===== src/rtl/core/sha256_pkg.sv =====
package sha256_pkg;

  typedef struct packed {
    logic [7:0] data_byte;
    logic       byte_valid;
    logic       end_of_message;
  } in_req_t;

  typedef struct packed {
    logic [31:0] digest_word;
    logic [2:0]  word_index;
    logic        last_word;
  } out_req_t;

  // command handed from the front part to the compression engine
  typedef struct packed {
    logic        final_blk;
  } blk_cmd_t;

  typedef enum logic [2:0] {
    EngIdle,
    EngRound,
    EngAdd,
    EngEmit
  } eng_state_e;

  localparam int unsigned NumRounds = 64;

  function automatic logic [31:0] round_k(input logic [5:0] r);
    logic [31:0] k;
    case (r)
      6'd0: k = 32'h428a2f98; 6'd1: k = 32'h71374491; 6'd2: k = 32'hb5c0fbcf;
      6'd3: k = 32'he9b5dba5; 6'd4: k = 32'h3956c25b; 6'd5: k = 32'h59f111f1;
      6'd6: k = 32'h923f82a4; 6'd7: k = 32'hab1c5ed5; 6'd8: k = 32'hd807aa98;
      6'd9: k = 32'h12835b01; 6'd10: k = 32'h243185be; 6'd11: k = 32'h550c7dc3;
      6'd12: k = 32'h72be5d74; 6'd13: k = 32'h80deb1fe; 6'd14: k = 32'h9bdc06a7;
      6'd15: k = 32'hc19bf174; 6'd16: k = 32'he49b69c1; 6'd17: k = 32'hefbe4786;
      6'd18: k = 32'h0fc19dc6; 6'd19: k = 32'h240ca1cc; 6'd20: k = 32'h2de92c6f;
      6'd21: k = 32'h4a7484aa; 6'd22: k = 32'h5cb0a9dc; 6'd23: k = 32'h76f988da;
      6'd24: k = 32'h983e5152; 6'd25: k = 32'ha831c66d; 6'd26: k = 32'hb00327c8;
      6'd27: k = 32'hbf597fc7; 6'd28: k = 32'hc6e00bf3; 6'd29: k = 32'hd5a79147;
      6'd30: k = 32'h06ca6351; 6'd31: k = 32'h14292967; 6'd32: k = 32'h27b70a85;
      6'd33: k = 32'h2e1b2138; 6'd34: k = 32'h4d2c6dfc; 6'd35: k = 32'h53380d13;
      6'd36: k = 32'h650a7354; 6'd37: k = 32'h766a0abb; 6'd38: k = 32'h81c2c92e;
      6'd39: k = 32'h92722c85; 6'd40: k = 32'ha2bfe8a1; 6'd41: k = 32'ha81a664b;
      6'd42: k = 32'hc24b8b70; 6'd43: k = 32'hc76c51a3; 6'd44: k = 32'hd192e819;
      6'd45: k = 32'hd6990624; 6'd46: k = 32'hf40e3585; 6'd47: k = 32'h106aa070;
      6'd48: k = 32'h19a4c116; 6'd49: k = 32'h1e376c08; 6'd50: k = 32'h2748774c;
      6'd51: k = 32'h34b0bcb5; 6'd52: k = 32'h391c0cb3; 6'd53: k = 32'h4ed8aa4a;
      6'd54: k = 32'h5b9cca4f; 6'd55: k = 32'h682e6ff3; 6'd56: k = 32'h748f82ee;
      6'd57: k = 32'h78a5636f; 6'd58: k = 32'h84c87814; 6'd59: k = 32'h8cc70208;
      6'd60: k = 32'h90befffa; 6'd61: k = 32'ha4506ceb; 6'd62: k = 32'hbef9a3f7;
      default: k = 32'hc67178f2;
    endcase
    return k;
  endfunction

  function automatic logic [255:0] init_hash();
    return {32'h6a09e667, 32'hbb67ae85, 32'h3c6ef372, 32'ha54ff53a,
            32'h510e527f, 32'h9b05688c, 32'h1f83d9ab, 32'h5be0cd19};
  endfunction

endpackage


===== src/rtl/core/sha256_engine.sv =====
// one round per cycle compression with a 16-word schedule window
module sha256_engine (
  input  logic                 clk_i,
  input  logic                 rst_ni,
  input  logic                 blk_valid_i,
  output logic                 blk_stall_o,
  input  sha256_pkg::blk_cmd_t blk_cmd_i,
  input  logic [511:0]         blk_data_i,
  output logic                 out_valid_o,
  input  logic                 out_stall_i,
  output sha256_pkg::out_req_t out_req_o
);

  sha256_pkg::eng_state_e st_q, st_d;
  logic [255:0] h_q, h_d;
  logic [255:0] v_q, v_d;
  logic [511:0] w_q, w_d;
  logic [5:0]   rnd_q, rnd_d;
  logic         fin_q, fin_d;
  logic [2:0]   idx_q, idx_d;
  logic         take;

  function automatic logic [31:0] rotr(input logic [31:0] x, input int n);
    return (x >> n) | (x << (32 - n));
  endfunction

  logic [31:0] a, b, c, d, e, f, g, h, t1, t2, w0, wn, x, y;

  always_comb begin
    {a, b, c, d, e, f, g, h} = v_q;
    w0 = w_q[511:480];
    t1 = h + (rotr(e, 6) ^ rotr(e, 11) ^ rotr(e, 25)) + ((e & f) ^ (~e & g))
         + sha256_pkg::round_k(rnd_q) + w0;
    t2 = (rotr(a, 2) ^ rotr(a, 13) ^ rotr(a, 22)) + ((a & b) ^ (a & c) ^ (b & c));
    x  = w_q[479:448];
    y  = w_q[63:32];
    wn = (rotr(y, 17) ^ rotr(y, 19) ^ (y >> 10)) + w_q[223:192]
         + (rotr(x, 7) ^ rotr(x, 18) ^ (x >> 3)) + w0;
  end

  always_comb begin
    st_d = st_q;
    take = 1'b0;
    case (st_q)
      sha256_pkg::EngIdle:  if (blk_valid_i) begin
        st_d = sha256_pkg::EngRound;
        take = 1'b1;
      end
      sha256_pkg::EngRound: if (rnd_q == 6'(sha256_pkg::NumRounds - 1)) st_d = sha256_pkg::EngAdd;
      sha256_pkg::EngAdd:   st_d = fin_q ? sha256_pkg::EngEmit : sha256_pkg::EngIdle;
      sha256_pkg::EngEmit:  if (!out_stall_i && idx_q == 3'd7) st_d = sha256_pkg::EngIdle;
      default:              st_d = sha256_pkg::EngIdle;
    endcase
  end

  always_comb begin
    h_d   = h_q;
    v_d   = v_q;
    w_d   = w_q;
    rnd_d = rnd_q;
    fin_d = fin_q;
    idx_d = idx_q;
    case (st_q)
      sha256_pkg::EngIdle: begin
        v_d   = h_q;
        w_d   = blk_data_i;
        rnd_d = '0;
        fin_d = blk_cmd_i.final_blk;
        idx_d = '0;
      end
      sha256_pkg::EngRound: begin
        v_d   = {t1 + t2, a, b, c, d + t1, e, f, g};
        w_d   = {w_q[479:0], wn};
        rnd_d = rnd_q + 6'd1;
      end
      sha256_pkg::EngAdd: begin
        for (int i = 0; i < 8; i++) h_d[32*i +: 32] = h_q[32*i +: 32] + v_q[32*i +: 32];
      end
      sha256_pkg::EngEmit: if (!out_stall_i) begin
        idx_d = idx_q + 3'd1;
        if (idx_q == 3'd7) h_d = sha256_pkg::init_hash();
      end
      default: ;
    endcase
  end

  always_ff @(posedge clk_i or negedge rst_ni) begin
    if (!rst_ni) begin
      st_q  <= sha256_pkg::EngIdle;
      h_q   <= sha256_pkg::init_hash();
      rnd_q <= '0;
      idx_q <= '0;
      fin_q <= 1'b0;
    end else begin
      st_q  <= st_d;
      h_q   <= h_d;
      rnd_q <= rnd_d;
      idx_q <= idx_d;
      fin_q <= fin_d;
    end
  end

  always_ff @(posedge clk_i) begin
    v_q <= v_d;
    w_q <= w_d;
  end

  assign blk_stall_o           = !take;
  assign out_valid_o           = (st_q == sha256_pkg::EngEmit);
  assign out_req_o.digest_word = h_q[255 - 32*idx_q -: 32];
  assign out_req_o.word_index  = idx_q;
  assign out_req_o.last_word   = (idx_q == 3'd7);

  a_emit_final: assert property (@(posedge clk_i) disable iff (!rst_ni)
    out_valid_o |-> fin_q) else $error("digest emitted for non-final block");
  a_rnd_zero: assert property (@(posedge clk_i) disable iff (!rst_ni)
    take |=> rnd_q == 6'd0) else $error("round counter not cleared");
  a_take_idle: assert property (@(posedge clk_i) disable iff (!rst_ni)
    take |-> st_q == sha256_pkg::EngIdle) else $error("block taken while busy");

endmodule


===== config.mk =====
export PLATFORM = sky130hd
export DESIGN_NAME = sha256_engine
export DESIGN_NICKNAME = d
export VERILOG_FILES = /design/src/rtl/core/sha256_pkg.sv /design/src/rtl/core/sha256_engine.sv
export SDC_FILE = /design/constraint.sdc
export NUM_CORES = 2
export LEC_CHECK = 0
export ABC_CLOCK_PERIOD_IN_PS = 33100
export BUFFER_PORTS_ARGS = -buffer_cell sky130_fd_sc_hd__buf_2
export CORE_ASPECT_RATIO = 1.4
export CORE_MARGIN = 5
export CORE_UTILIZATION = 55
export DETAILED_ROUTE_END_ITERATION = 10
export PLACE_DENSITY = 0.74
export SYNTH_ARGS = -nofsm -noshare
export SYNTH_HDL_FRONTEND = slang
export SYNTH_SLANG_ARGS = --single-unit

===== constraint.sdc =====
create_clock -name clk_i -period 33.1 [get_ports clk_i]
set_input_delay 3.31 -clock clk_i [delete_from_list [all_inputs] [get_ports clk_i]]
set_output_delay 3.31 -clock clk_i [all_outputs]
set_load 0.01 [all_outputs]

# ---- Yosys cells after proc, flatten, opt, wreduce, memory -nomap -nowiden
# Memory sizes are Yosys's and may differ from the RTL's.
# Index checks and enable logic that the tools add are counted.
dict set report op_classes {
  n_eq_ne 10
  n_bitwise 27
  n_addsub 21
  mux 15
  n_shift 1
  reduce_logical 10
}
# operator count
set ops {}
lappend ops {{$pmux W256 S2} 2}
lappend ops {{$pmux W512 S2} 1}
lappend ops {{$add A32 B32 Y32} 18}
lappend ops {{$mux W256} 2}
lappend ops {{$xor A32 B32 Y32} 9}
lappend ops {{$shiftx A287 B33 Y32} 1}
lappend ops {{$and A32 B32 Y32} 5}
lappend ops {{$not A32 Y32} 1}
lappend ops {{$or A10 B32 Y32} 1}
lappend ops {{$or A13 B32 Y32} 1}
lappend ops {{$or A14 B32 Y32} 1}
lappend ops {{$or A15 B32 Y32} 1}
lappend ops {{$or A19 B32 Y32} 1}
lappend ops {{$or A21 B32 Y32} 1}
lappend ops {{$or A25 B32 Y32} 1}
lappend ops {{$or A26 B32 Y32} 1}
lappend ops {{$or A30 B32 Y32} 1}
lappend ops {{$or A7 B32 Y32} 1}
lappend ops {{$xor A32 B22 Y32} 1}
lappend ops {{$xor A32 B29 Y32} 1}
lappend ops {{$mux W3} 4}
lappend ops {{$pmux W3 S4} 1}
lappend ops {{$pmux W6 S2} 1}
lappend ops {{$sub A8 B8 Y9 const A} 1}
lappend ops {{other kinds (17)} 26}
dict set report totals {
  output_inout_bits 38
  mem_bits_ro 2048
  regBits 1037
  elab_cells 92
  n_memories 1
}
# name depth width rd rd_ports_with_merged_regs wr line_no
set mem_list {}
lappend mem_list {{(name not given)} 64 32 1 0 0 sha256_pkg.sv:31} ;# case (r)

# ---- Longest topological paths before layout
dict set report logic_depth {
  depth_word 9
  ltp_mapped 39
  depth_no_buf 38
}

# ---- Worst setup path after synthesis
# Ideal clock, no wire load.
dict set report synth_timing {
  path_type {reg2out}
  start {reg st_q[1]}
  end {out out_valid_o}
  path_stages_with_launch 4
  t_arrival_ps 22866
  slack_ps 6924
  path_cell_list {dfrtp_1 -> inv_1 -> clkbuf_1 -> nor2_1}
}
dict set report synth_via {
  elab_chain_len 1
}
# item line_no
set synth_rtl {}
lappend synth_rtl {{start, declared} sha256_engine.sv:14} ;# sha256_pkg::eng_state_e st_q, st_d;
lappend synth_rtl {{start signal, assigned} sha256_engine.sv:89} ;# st_q <= sha256_pkg::EngIdle;
lappend synth_rtl {{start signal, assigned} sha256_engine.sv:95} ;# st_q <= st_d;
lappend synth_rtl {{$eq A3 B2 Y1} sha256_engine.sv:109} ;# assign out_valid_o = (st_q == sha256_pkg::EngEmit);
lappend synth_rtl {{end, declared} sha256_engine.sv:9} ;# output logic out_valid_o,
# No other way between the ends.

# ---- Worst setup path in the final report
dict set report layout_timing {
  start {reg rnd_q[1]}
  end {reg v_q[255], data pin}
}
dict set report layout_via {
  elab_chain_len 5
}
# item line_no
set layout_rtl {}
lappend layout_rtl {{start, declared} sha256_engine.sv:18} ;# logic [5:0] rnd_q, rnd_d;
lappend layout_rtl {{start signal, assigned} sha256_engine.sv:97} ;# rnd_q <= rnd_d;
lappend layout_rtl {{$mem_v2 Z64 W32} --}
lappend layout_rtl {{$add A32 B32 Y32 (2 in series)} sha256_engine.sv:33} ;# + sha256_pkg::round_k(rnd_q) + w0;
lappend layout_rtl {{$add A32 B32 Y32} sha256_engine.sv:72} ;# v_d = {t1 + t2, a, b, c, d + t1, e, f, g};
lappend layout_rtl {{$pmux W256 S2} sha256_engine.sv:63} ;# case (st_q)
lappend layout_rtl {{via v_d[255]} sha256_engine.sv:16} ;# logic [255:0] v_q, v_d;
lappend layout_rtl {{end signal, assigned} sha256_engine.sv:104} ;# v_q <= v_d;
lappend layout_rtl {{end, declared} sha256_engine.sv:16}
# The timed path passes the listed nets, and every way through them passes these cells.
# A chain may end at the register's enable or synchronous reset.

==> results_dict.tcl <==
set metrics [dict create \
    end_kind "flip-flop" \
    grt_util_met1_pct 43.2 \
    slowest_stage "ha_1" \
    layout-drive-gt1-share_pct 12.6 \
    path_class "reg2reg" \
    die_area_um2 138000 \
    ys_seq_elements 1036 \
    tritoncts "built" \
    seq_area_frac_synth_pct 41.7 \
    max_freq_mhz 99.2 \
    grt_pass1_vias 61300 \
    status "complete, no violations" \
    setup_viol 0 \
    synth_cells 7965 \
    area_delta_synth_final_pct 11.1 \
    finalNonFillerCells 10200 \
    hold_path.class "reg2reg" \
    dp.cells 9958 \
    cp-start-kind "flip-flop" \
    cts_resized 0 \
    grt_max_degree 192 \
    crit_required_ns 33.60 \
    crit_fanout 20 \
    synth.area.top_cells "edfxtp_1 (32%), nand2_1 (13%), ha_1 (6.9%), fa_1 (5.5%), dfstp_2 (5.0%)" \
    grt.busiest_layer "met2" \
    synth_edf_count 768 \
    io_pins 555 \
    nets 9428 \
    routed_via_density 6.09 \
    fin_setup_tns_ns 0 \
    arrival_ns 10.58 \
    drt_iter0_drc 6579 \
    yosysTopAreaCell "edfxtp_1" \
    firstDrtPassIters 6 \
    cts_buffers 106 \
    gp_congestion 1.02 \
    num_rows 157 \
    fin_crit_ns 10.08 \
    synth.most_common_cell "nand2_1" \
    worst_path_largest_cell_delay_ns 0.94 \
    period_share_pct 30.4 \
    globalRoute.totalOverflow 0 \
    clkLatencyLatePin_ns 0.79 \
    critPathMostFrequentCell "inv_1" \
    synth_top_area_share_pct 32.1 \
    antenna_left 0 \
    drc 0 \
    synth_nets 9076 \
    routedWlPerCell_um 26.6 \
    dp_hpwl_um 208000 \
    post-cts-setup-buffers 0 \
    synthTopCellsByCount "nand2_1 (2431), edfxtp_1 (768), inv_1 (496)" \
    met2_usage_pct 64.1 \
    core_area_um2 130000 \
    grt_pass1_wl_um 391000 \
    holdPathStages 2 \
    synth_cell_types 77 \
    reg2regPathDepth 37 \
    synth_warnings 0 \
    tightest_slew_ns 1.21 \
    place.port_buffers 554 \
    die_w_um 315 \
    cts_root_buf "clkbuf_16" \
    avgSynthCellArea_um2 9.02 \
    clk_path_buf_depth 3 \
    antenna_found_initial 37 \
    path_clk_slew_ns 0.07 \
    synthArstFlopShare_pct 25.9 \
    vias 62000 \
    start_util_pct 55.2 \
    slew_headroom_pct 18.0 \
    drv_cap 0 \
    die_y_um 438 \
    cts_hold_buf 0 \
    hold_violations 0 \
    cts_sinks 1036 \
    synth_top_flop_cell "edfxtp_1" \
    met3_usage_pct 6.29 \
    rsz0062_at_grt "no" \
    netlist_area_um2 71900 \
    routed_wl_um 271000 \
    clock_skew_ns 0.0795 \
    h-tree-depth 3 \
    grt_use_total_pct 38.1 \
    slew_violations 0 \
]
## critical path, delay by kind of cell (launching register included)
kind            cells  cell delay [ns]
buf+inv             5             0.74
simple gates        8             1.43
xor+xnor            3             0.51
compound gates     15             3.28
flops               1             0.90
fa+ha+maj           6             2.94
## path summary, 6_finish.rpt
kind	start	end	slack (ns)
worst min register to register	w_q[155]$_DFFE_PP_	w_q[187]$_DFFE_PP_	0.47
min in group asynchronous	rst_ni	rnd_q[5]$_DFFE_PN0P_	2.64
worst max-delay path	rnd_q[1]$_DFFE_PN0P_	v_q[255]$_DFFE_PP_	23.02
max in group asynchronous	rst_ni	idx_q[0]$_DFFE_PN0P_	28.95
worst max register to register	rnd_q[1]$_DFFE_PN0P_	v_q[255]$_DFFE_PP_	23.02
worst min-delay path	w_q[155]$_DFFE_PP_	w_q[187]$_DFFE_PP_	0.47
## layout make-up
class | instances | area, um2
fillers | 11200 | 50400
multi-input cells | 6048 | 38700
flip-flops and latches | 1036 | 30000
repair buffers | 628 | 3400
clock buffers | 129 | 2840
well taps | 1749 | 2190
inverters | 497 | 1870
clock inverters | 73 | 833
diodes | 24 | 60.1
## metrics by stage
| stage | util (%) | hold WS, ns | instance area, um2 | setup WS, ns |
|---|---|---|---|---|
| after floorplan | - | 0.457 | 71900 | 6.92 |
| after global placement | 58.4 | 0.477 | 76100 | 23.31 |
| after detailed placement | 58.4 | 0.479 | 76100 | 23.26 |
| after CTS | 61.2 | 0.468 | 79700 | 23.24 |
| after global routing | 61.3 | 0.512 | 79800 | 22.56 |
| final | 61.3 | 0.468 | 79800 | 23.02 |
## cells by family (layout without fill, tap and decap cells)
logic type	after synthesis	after routing	synth area share, %
simple gates	3146	3146	17.6
compound gates	1609	1609	13.9
buf+inv	881	1327	4.60
fa+ha+maj	596	596	12.4
flops	1036	1036	41.7
xor+xnor	586	586	7.14
mux	111	111	2.75
other cells	0	24	0
## placed cells by master (no fill, tap or decap), drive strengths merged, types with 29 or more instances in the layout
cell type  Yosys  final
a211oi        41     41
a21o         201    201
a21oi        470    470
a31oi         32     32
and3          32     32
buf           50    628
clkbuf       334    129
clkinv         1     54
dfrtp        132    132
dfstp        136    136
edfxtp       768    768
fa           197    197
ha           397    397
inv          496    499
mux2          29     29
mux4          66     66
nand2       2431   2431
nand2b        61     61
nand3         58     58
nor2         353    353
nor3          69     69
o211ai        42     42
o21a          57     57
o21ai        476    476
o21bai        43     43
o31ai         31     31
xnor2        305    305
xor2         281    281
## routing by layer
layer	vias to the layer above	share of wire [%]
met3	853	8.0
met2	3378	48
met1	30000	34
met4	20	9.7
li1	27800	-
met5	-	0.041
## flip-flops by register name, summed over array words and instances, names as in the netlist
name / cells
w_q: 512
h_q: 256
v_q: 256
rnd_q: 6
idx_q: 3
st_q: 2
fin_q: 1
Power is left out: the tool's default activity adds up to more than one toggle a clock period on the data nets, which glitch-free logic cannot reach.
