### config.mk
export PLATFORM = sky130hd
export DESIGN_NAME = sha256_front
export DESIGN_NICKNAME = d
export VERILOG_FILES = /design/src/rtl/core/sha256_pkg.sv /design/src/rtl/core/sha256_front.sv
export SDC_FILE = /design/constraint.sdc
export NUM_CORES = 2
export LEC_CHECK = 0
export ABC_CLOCK_PERIOD_IN_PS = 15230
export BUFFER_PORTS_ARGS = -buffer_cell sky130_fd_sc_hd__buf_2
export CORE_MARGIN = 2
export CORE_UTILIZATION = 39
export DETAILED_ROUTE_END_ITERATION = 16
export GPL_ROUTABILITY_DRIVEN = 0
export PLACE_DENSITY_LB_ADDON = 0.12
export SLEW_MARGIN = 20
export SYNTH_ARGS = -nofsm -noshare
export SYNTH_HDL_FRONTEND = slang
export SYNTH_SLANG_ARGS = --single-unit
### constraint.sdc
create_clock -name clk_i -period 15.23 [get_ports clk_i]
set_input_delay 1.523 -clock clk_i [delete_from_list [all_inputs] [get_ports clk_i]]
set_output_delay 1.523 -clock clk_i [all_outputs]
set_load 0.005 [all_outputs]
### src/rtl/core/sha256_pkg.sv
package sha256_pkg;

  typedef struct packed {
    logic [7:0] data_byte;
    logic       byte_valid;
    logic       end_of_message;
  } in_req_t;

  typedef struct packed {
    logic [31:0] digest_word;
    logic [2:0]  word_index;
    logic        last_word;
  } out_req_t;

  // command handed from the front part to the compression engine
  typedef struct packed {
    logic        final_blk;
  } blk_cmd_t;

  typedef enum logic [2:0] {
    EngIdle,
    EngRound,
    EngAdd,
    EngEmit
  } eng_state_e;

  localparam int unsigned NumRounds = 64;

  function automatic logic [31:0] round_k(input logic [5:0] r);
    logic [31:0] k;
    case (r)
      6'd0: k = 32'h428a2f98; 6'd1: k = 32'h71374491; 6'd2: k = 32'hb5c0fbcf;
      6'd3: k = 32'he9b5dba5; 6'd4: k = 32'h3956c25b; 6'd5: k = 32'h59f111f1;
      6'd6: k = 32'h923f82a4; 6'd7: k = 32'hab1c5ed5; 6'd8: k = 32'hd807aa98;
      6'd9: k = 32'h12835b01; 6'd10: k = 32'h243185be; 6'd11: k = 32'h550c7dc3;
      6'd12: k = 32'h72be5d74; 6'd13: k = 32'h80deb1fe; 6'd14: k = 32'h9bdc06a7;
      6'd15: k = 32'hc19bf174; 6'd16: k = 32'he49b69c1; 6'd17: k = 32'hefbe4786;
      6'd18: k = 32'h0fc19dc6; 6'd19: k = 32'h240ca1cc; 6'd20: k = 32'h2de92c6f;
      6'd21: k = 32'h4a7484aa; 6'd22: k = 32'h5cb0a9dc; 6'd23: k = 32'h76f988da;
      6'd24: k = 32'h983e5152; 6'd25: k = 32'ha831c66d; 6'd26: k = 32'hb00327c8;
      6'd27: k = 32'hbf597fc7; 6'd28: k = 32'hc6e00bf3; 6'd29: k = 32'hd5a79147;
      6'd30: k = 32'h06ca6351; 6'd31: k = 32'h14292967; 6'd32: k = 32'h27b70a85;
      6'd33: k = 32'h2e1b2138; 6'd34: k = 32'h4d2c6dfc; 6'd35: k = 32'h53380d13;
      6'd36: k = 32'h650a7354; 6'd37: k = 32'h766a0abb; 6'd38: k = 32'h81c2c92e;
      6'd39: k = 32'h92722c85; 6'd40: k = 32'ha2bfe8a1; 6'd41: k = 32'ha81a664b;
      6'd42: k = 32'hc24b8b70; 6'd43: k = 32'hc76c51a3; 6'd44: k = 32'hd192e819;
      6'd45: k = 32'hd6990624; 6'd46: k = 32'hf40e3585; 6'd47: k = 32'h106aa070;
      6'd48: k = 32'h19a4c116; 6'd49: k = 32'h1e376c08; 6'd50: k = 32'h2748774c;
      6'd51: k = 32'h34b0bcb5; 6'd52: k = 32'h391c0cb3; 6'd53: k = 32'h4ed8aa4a;
      6'd54: k = 32'h5b9cca4f; 6'd55: k = 32'h682e6ff3; 6'd56: k = 32'h748f82ee;
      6'd57: k = 32'h78a5636f; 6'd58: k = 32'h84c87814; 6'd59: k = 32'h8cc70208;
      6'd60: k = 32'h90befffa; 6'd61: k = 32'ha4506ceb; 6'd62: k = 32'hbef9a3f7;
      default: k = 32'hc67178f2;
    endcase
    return k;
  endfunction

  function automatic logic [255:0] init_hash();
    return {32'h6a09e667, 32'hbb67ae85, 32'h3c6ef372, 32'ha54ff53a,
            32'h510e527f, 32'h9b05688c, 32'h1f83d9ab, 32'h5be0cd19};
  endfunction

endpackage

### src/rtl/core/sha256_front.sv
// collects bytes into a block, pads at end of message, hands full blocks on
module sha256_front (
  input  logic                 clk_i,
  input  logic                 rst_ni,
  input  logic                 in_valid_i,
  output logic                 in_stall_o,
  input  sha256_pkg::in_req_t  in_req_i,
  output logic                 blk_valid_o,
  input  logic                 blk_stall_i,
  output sha256_pkg::blk_cmd_t blk_cmd_o,
  output logic [511:0]         blk_data_o
);

  logic [511:0] buf_q, buf_d;
  logic [63:0]  cnt_q, cnt_d;
  logic         ov_q, ov_d;      // output block register full
  logic         fin_q, fin_d;
  logic [511:0] ob_q, ob_d;
  logic         pend_q, pend_d;  // second padding block still to send
  logic [63:0]  bits_q, bits_d;
  logic         lead_q, lead_d;  // second padding block opens with the pad marker

  logic         take;
  logic         slot_free;
  logic [511:0] wb;
  logic [5:0]   pos;
  logic [63:0]  cnt_b;
  logic [511:0] pad;
  logic [511:0] lenblk;

  assign slot_free  = !ov_q || !blk_stall_i;
  assign in_stall_o = !slot_free || pend_q;
  assign take       = in_valid_i && !in_stall_o;

  always_comb begin
    wb    = buf_q;
    cnt_b = cnt_q;
    if (in_req_i.byte_valid) begin
      wb[511 - 8*cnt_q[5:0] -: 8] = in_req_i.data_byte;
      cnt_b = cnt_q + 64'd1;
    end
    pos = cnt_b[5:0];
    pad = wb;
    for (int i = 0; i < 64; i++) begin
      if (i[5:0] == pos) pad[511 - 8*i -: 8] = 8'h80;
      else if (i[5:0] > pos) pad[511 - 8*i -: 8] = 8'h00;
    end
    lenblk = {448'd0, cnt_b[60:0], 3'b000};
  end

  always_comb begin
    buf_d  = buf_q;
    cnt_d  = cnt_q;
    ov_d   = ov_q && blk_stall_i;
    ob_d   = ob_q;
    fin_d  = fin_q;
    pend_d = pend_q;
    bits_d = bits_q;
    lead_d = lead_q;
    if (pend_q && slot_free) begin
      ov_d   = 1'b1;
      fin_d  = 1'b1;
      ob_d   = {(lead_q ? 8'h80 : 8'h00), 440'd0, bits_q};
      pend_d = 1'b0;
    end else if (take) begin
      buf_d = wb;
      cnt_d = cnt_b;
      if (in_req_i.end_of_message) begin
        ov_d  = 1'b1;
        cnt_d = '0;
        if (pos > 6'd55) begin
          ob_d   = pad;
          fin_d  = 1'b0;
          pend_d = 1'b1;
          lead_d = 1'b0;
          bits_d = {cnt_b[60:0], 3'b000};
        end else if (in_req_i.byte_valid && pos == 6'd0) begin
          // last byte filled the block, padding needs a block of its own
          ob_d   = wb;
          fin_d  = 1'b0;
          pend_d = 1'b1;
          lead_d = 1'b1;
          bits_d = {cnt_b[60:0], 3'b000};
        end else begin
          ob_d  = {pad[511:64], 64'd0} | lenblk;
          fin_d = 1'b1;
        end
      end else if (in_req_i.byte_valid && pos == 6'd0) begin
        ov_d  = 1'b1;
        ob_d  = wb;
        fin_d = 1'b0;
      end
    end
  end

  always_ff @(posedge clk_i or negedge rst_ni) begin
    if (!rst_ni) begin
      cnt_q  <= '0;
      ov_q   <= 1'b0;
      pend_q <= 1'b0;
    end else begin
      cnt_q  <= cnt_d;
      ov_q   <= ov_d;
      pend_q <= pend_d;
    end
  end

  always_ff @(posedge clk_i) begin
    buf_q  <= buf_d;
    ob_q   <= ob_d;
    fin_q  <= fin_d;
    bits_q <= bits_d;
    lead_q <= lead_d;
  end

  assign blk_valid_o         = ov_q;
  assign blk_cmd_o.final_blk = fin_q;
  assign blk_data_o          = ob_q;

  a_pend_ov: assert property (@(posedge clk_i) disable iff (!rst_ni)
    pend_q |-> ov_q) else $error("pending pad block without first block");
  a_no_take_pend: assert property (@(posedge clk_i) disable iff (!rst_ni)
    pend_q |-> !take) else $error("item taken while pad block pending");
  a_hold: assert property (@(posedge clk_i) disable iff (!rst_ni)
    ov_q && blk_stall_i |=> ov_q) else $error("block dropped while stalled");

endmodule

# == Yosys cells after proc, flatten, opt, wreduce, memory -nomap -nowiden ==
# Cells that the tools add are included.
# classes
n_lt_le_gt_ge,65
shift,2
n_reduce_logical,24
eq_ne,63
add_sub_neg,3
n_bitwise,2
muxes,154
# op_table
op,n
$mux 512,7
$mux 8,129
$shift 8x34->519 const A,1
$shiftx 8x34->519,1
$bwmux 512,1
$or 512x64->512,1
$mux 64,4
$eq 6x6->1 const A,32
$gt 6x6->1 const A,32
$eq 5x6->1 const A,16
$gt 5x6->1 const A,16
$add 64x1->64 const B,1
$eq 4x6->1 const A,8
$gt 4x6->1 const A,8
$neg 32->34,1
$eq 3x6->1 const A,4
$gt 3x6->1 const A,4
$mux 1,13
$eq 2x6->1 const A,2
$gt 1x6->1 const A,2
$gt 2x6->1 const A,2
$reduce_bool 2->1,5
$sub 9x9->10 const A,1
$eq 1x6->1 const A,1
other kinds (10),21
# word_totals
output_inout_bits,515
input_bits,14
wordCells,324
reg_bits,1153

# == Longest topological paths before layout ==
# depth
depth_word,13
ltp_mapped,13

# == Worst setup path before layout ==
# No wires, ideal clock.
# synth_timing
kind,input to register
startpoint,input blk_stall_i
endpoint,register cnt_q[30]
path_slack_ns,-2.442
path_buffers,3
arrival_ns,16.909
setup_ns,0.763
stages,7
cell_sequence,a21oi_1 nand2_1 inv_1 clkbuf_1 clkbuf_1 clkbuf_1 o21ai_0
# synth_via
elab_chain_cells,7
# synth_lines
item,line,rtl
"start, declared",sha256_front.sv:9,"input logic blk_stall_i,"
$logic_not 1->1 *,sha256_front.sv:31,assign slot_free = !ov_q || !blk_stall_i;
$logic_or 1x1->1 *,sha256_front.sv:31,
$logic_not 1->1,sha256_front.sv:32,assign in_stall_o = !slot_free || pend_q;
$logic_or 1x1->1,sha256_front.sv:32,
$logic_not 1->1,sha256_front.sv:33,assign take = in_valid_i && !in_stall_o;
$logic_and 1x1->1,sha256_front.sv:33,
$reduce_and 2->1 (no line) *,n/a,
"end signal, assigned",sha256_front.sv:102,cnt_q <= cnt_d;
"end, declared",sha256_front.sv:15,"logic [63:0] cnt_q, cnt_d;"
# Mark *: on every way between the ends. The rest lies on a longest branch, timed or not.
# A chain may end at the register's enable or synchronous reset.

# == Worst setup path in the final report ==
# layout_timing
startpoint,register cnt_q[1]
endpoint,"register ob_q[390], in the netlist blk_data_o[390]"
# layout_via
elab_chain_cells,11
# layout_lines
item,line,rtl
$sub 9x9->10,sha256_front.sv:39,wb[511 - 8*cnt_q[5:0] -: 8] = in_req_i.data_byte;
$neg 32->34,sha256_front.sv:39,
$shiftx 8x34->519 / $shift 8x34->519 (equally long branches),sha256_front.sv:39,
$bwmux 512,sha256_front.sv:39,
$mux 512,sha256_front.sv:38,if (in_req_i.byte_valid) begin
$mux 8,sha256_front.sv:46,else if (i[5:0] > pos) pad[511 - 8*i -: 8] = 8'h00;
$mux 8,sha256_front.sv:45,if (i[5:0] == pos) pad[511 - 8*i -: 8] = 8'h80;
$or 512x64->512,sha256_front.sv:85,"ob_d = {pad[511:64], 64'd0} | lenblk;"
$mux 512,sha256_front.sv:77,end else if (in_req_i.byte_valid && pos == 6'd0) begin
$mux 512,sha256_front.sv:71,if (pos > 6'd55) begin
$mux 512,sha256_front.sv:68,if (in_req_i.end_of_message) begin
"end signal, assigned",sha256_front.sv:110,ob_q <= ob_d;
"end, declared",sha256_front.sv:18,"logic [511:0] ob_q, ob_d;"
# Several ways; a longest one is shown, not always the timed one. The select of a mux whose other input is x is not followed.

==> key figures <==
Synthesis
  • Post-Synth XOR/XNOR Area: 0.0106
  • Compound-Gate Fraction of Synth Area: 0.138
  • Leading area contributor after synthesis: edfxtp_1
  • Synthesis Warnings: 0
  • Sequential fraction of the synthesis area: 0.610
  • Ranking of synthesized cells by area: edfxtp_1, dfxtp_1, mux2_2
  • Prevailing post-synth register cell: edfxtp_1
  • Main combinational cell family by area after synthesis: compound AO/OA/AOI/OAI gates
  • Synthesized area per cell: 11.5 um2
  • Post-Synth Simple-Gate Area: 0.119
  • Top cell type's share of synthesized area: 0.397
  • Syn Inst Count: between 4000 and 5000
  • Synth cell types: 97
  • Mux contribution to synthesized area: 0.0868
  • Post-synth EDFFs: 646
  • Syn Nets: 4284
  • Post-synthesis adder-cell area fraction: 0.00154
  • Mapped Area: roughly 50000 um2
  • FFs w/ async S/R, synth: 0.0548
  • Register bit total from synthesis: 1150

Die
  • Core ar.: 124000 um2
  • Initial core utilization: 0.394
  • Floorplan die height: 358 um
  • Die area: 128000 um2
  • Io pins: 529
  • Die outline width: around 360 um
  • Row cnt: between 100 and 150

Layout
  • Fill cells: 11600
  • Post-Layout Cell Count: 6489
  • Post-layout nets: 4759
  • Layout cell share with drive strength beyond 1: 0.241
  • P&R area growth vs syn: 17.8%
  • Util after Layout: 0.464

Job
  • Maxcap violations: 0

Power
  • Flop pwr share: 0.435
  • Clock power frac: 0.301
  • Peak supply drop: between 0.1 and 0.15 mV
  • Comb power frac: 0.264
  • Switching pwr: ~3700 uW
  • Tot Pwr: between 10000 and 15000 uW
  • Switching part of the total: 0.341
  • Pint: 7060 uW
  • Static leakage: 0.0226 uW
  • P per Cell Area: 186 nW/um2

Detailed routing
  • Drc violations: 0
  • Wirelength per Cell: roughly 29 um
  • WL final: 188000 um
  • Vias per Instance: 5.79
  • Post-DRT Antenna Nets: 0
  • DR iter-0 viols: 4539
  • Total number of vias: approximately 38000
  • Initial DRT Pass Iterations: 6

GRT
  • First-pass GRT wire length: 261000 um
  • Number of global-route vias before repair: 34900
  • Largest net degree at the start of global routing: 222
  • Gr usage total: 0.284
  • Grt total ovfl: 0
  • Antenna violations before repair: 14

Timing
  • RSZ-0062 raised after global routing: no
  • Setup tns final: 0 ns
  • Slew Viols, Final: 0
  • Fin crit period: 5.63 ns
  • Slew margin rel.: 0.165
  • Fin crit share: 0.369
  • Hold_ws: approximately 0.44 ns
  • Slew @ Worst Pin: 1.25 ns
  • Clk_skew: 0.0346 ns
  • Final setup viols: 0
  • Hold Vio Cnt, Final: 0
  • Fmax: 0.178 GHz

Critical path
  • R2R Setup Slk: a little under 10 ns
  • Critical path fanouts, max: 127
  • Reg2Reg Depth: 10
  • CP required: roughly 16 ns
  • Cell chain of the critical path: inv_1, ha_1, nand4b_1, o21bai_1, nor4_4, a211oi_4, buf_12, buf_16, buf_4, a22o_1
  • CP endpoint: blk_data_o[390]
  • Critical path's slowest cell: dfrtp_1
  • Crit-path max cell delay: 1.07 ns
  • Reg2reg start: cnt_q[1]
  • Worst reg2reg endpoint: blk_data_o[390]
  • CP arrival: 6.32 ns
  • Startpoint Class: flip-flop
  • Crit path launch: cnt_q[1]
  • Endpoint type of the worst setup path: flip-flop
  • CP Class: flip-flop to flip-flop

Clock tree
  • Post-CTS sizing: 0
  • CTS max path bufs: 3
  • CTS tree: done
  • # hold bufs at CTS: 0
  • CTS buffer count: 131
  • Worst-path clk slew: approximately 0.070 ns
  • H-tree depth: 4
  • Clock Sink Count: 1150
  • Clk Latency, worst-skew pair: ~0.77 ns
  • Post-CTS setup buffers: 0
  • Root Buffer: clkbuf_16

Outcome
  • Outcome: finished, final reports clean

Worst hold path
  • Hold_sp: blk_data_o[329]
  • Min-Delay Path Class: flip-flop to flip-flop

Placed design
  • Input/output buffers: around 530
  • Placed cell count: 6242
  • Hpwl dp: 131000 um
## metal layers
metal  vias to the layer above  routed length (um)  share of wire  GRT usage
met2                      1806               84800           0.45      0.442
met1                     18700               79400           0.42      0.389
met5                         -                   0              0          0
met3                       356               15700          0.084     0.0609
li1                      16700                   -              -          -
met4                         0                7660          0.041      0.107
## worst max-delay path, delay by kind of cell (launching register included)
kind / cells / cell delay (ns)
AND/OR/NAND/NOR: 2 / 0.32
buffers and inverters: 4 / 2.18
flip-flops: 1 / 1.07
adder cells (fa/ha/maj): 1 / 0.67
AO/OA/AOI/OAI: 3 / 0.93
## flip-flops by register name, summed over array words and instances (netlist names)
register and flops:
lead_q 1, blk_valid_o 1, pend_q 1, bits_q 61
blk_data_o 512, cnt_q 61, buf_q 512, blk_cmd_o 1
## kinds of logic (layout without fill, tap and decap cells)
family	Yosys count	in the layout
buffers and inverters	425	1009
other	0	4
AOI/OAI and AO/OA	987	987
xor gates and xnor gates	56	56
adders and majority gates	6	6
and+or+nand+nor	1251	1251
DFF	1150	1150
muxes	389	389
## how the worst min path moves through the flow
stage | cells past startpoint | to | slack, ns
2_1_floorplan | 2 | blk_data_o[328] | 0.43
3_3_place_gp | 2 | blk_data_o[333] | 0.42
3_5_place_dp | 2 | blk_data_o[329] | 0.43
4_1_cts | 2 | blk_data_o[329] | 0.44
5_1_grt | 2 | blk_data_o[328] | 0.46
6_report | 2 | blk_data_o[329] | 0.44
## power groups by stage
stage	sequential [uW]	clock (uW)	combinational (uW)
after floorplan	4700	0	1400
after global placement	4710	0	2750
after detailed placement	4730	0	2770
after CTS	4670	3280	2790
after global routing	4730	3400	3020
final	4660	3230	2820
## cell usage after synthesis (8+ instances only)
master and count:
xnor2_1 34, a32oi_1 8, a21oi_1 91, a31oi_1 23, and3_1 23, o21ai_0 401
o31ai_1 12, nand4_1 51, a32o_1 134, nand2_1 677, inv_1 149, clkbuf_1 167
nor4_1 33, edfxtp_1 646, nor2_2 9, dfrtp_1 63, and4_1 10, nand2b_1 10
or3_1 12, nor2b_1 16, nand3_1 66, buf_2 71, o22ai_1 8, nor2_1 147
nand4b_1 12, xor2_1 20, mux2i_1 110, buf_1 21, a22oi_1 20, mux2_2 278
and2_1 67, nor3_1 74, o21ai_1 18, a221o_1 10, a22o_1 79, o211ai_1 53
o21a_1 58, dfxtp_1 441
## metrics by stage
stage | setup WS (ns) | cell area [um2]
final | 9.60 | 57600
after detailed placement | 9.42 | 53200
after global routing | 9.46 | 57600
after floorplan | 5.54 | 48900
after global placement | 9.47 | 53200
after CTS | 9.89 | 57600
## cells in the final DEF, fill, tap and decap left out, drive strengths merged, types with 10 or more instances in the layout
cell / n
edfxtp: 646
nand4: 54
and2: 68
o21ai: 421
a221o: 10
clkbuf: 179
inv: 159
a31oi: 25
and4: 10
buf: 610
xnor2: 35
o31ai: 14
mux2i: 110
clkinv: 43
nand3: 68
nor4: 37
or3: 12
nand2b: 10
a21oi: 95
nor2b: 16
xor2: 21
a32o: 134
nor2: 156
bufinv: 12
nor3: 80
nand2: 677
a22oi: 20
a22o: 79
o21a: 58
dfxtp: 441
nand4b: 12
dfrtp: 63
mux2: 279
o211ai: 53
and3: 23
## layout make-up
type	instances	area [um2]	area share
flip-flops and latches	1150	29800	0.517
clock buffers	179	3650	0.0634
inverters	157	598	0.0104
repair buffers	610	3320	0.0575
well taps	1637	2050	0.0356
clock inverters	63	704	0.0122
multi-input cells	2689	17500	0.303
diodes	4	10.0	0.000174
Note: power is estimated with default switching activity, not from simulation.
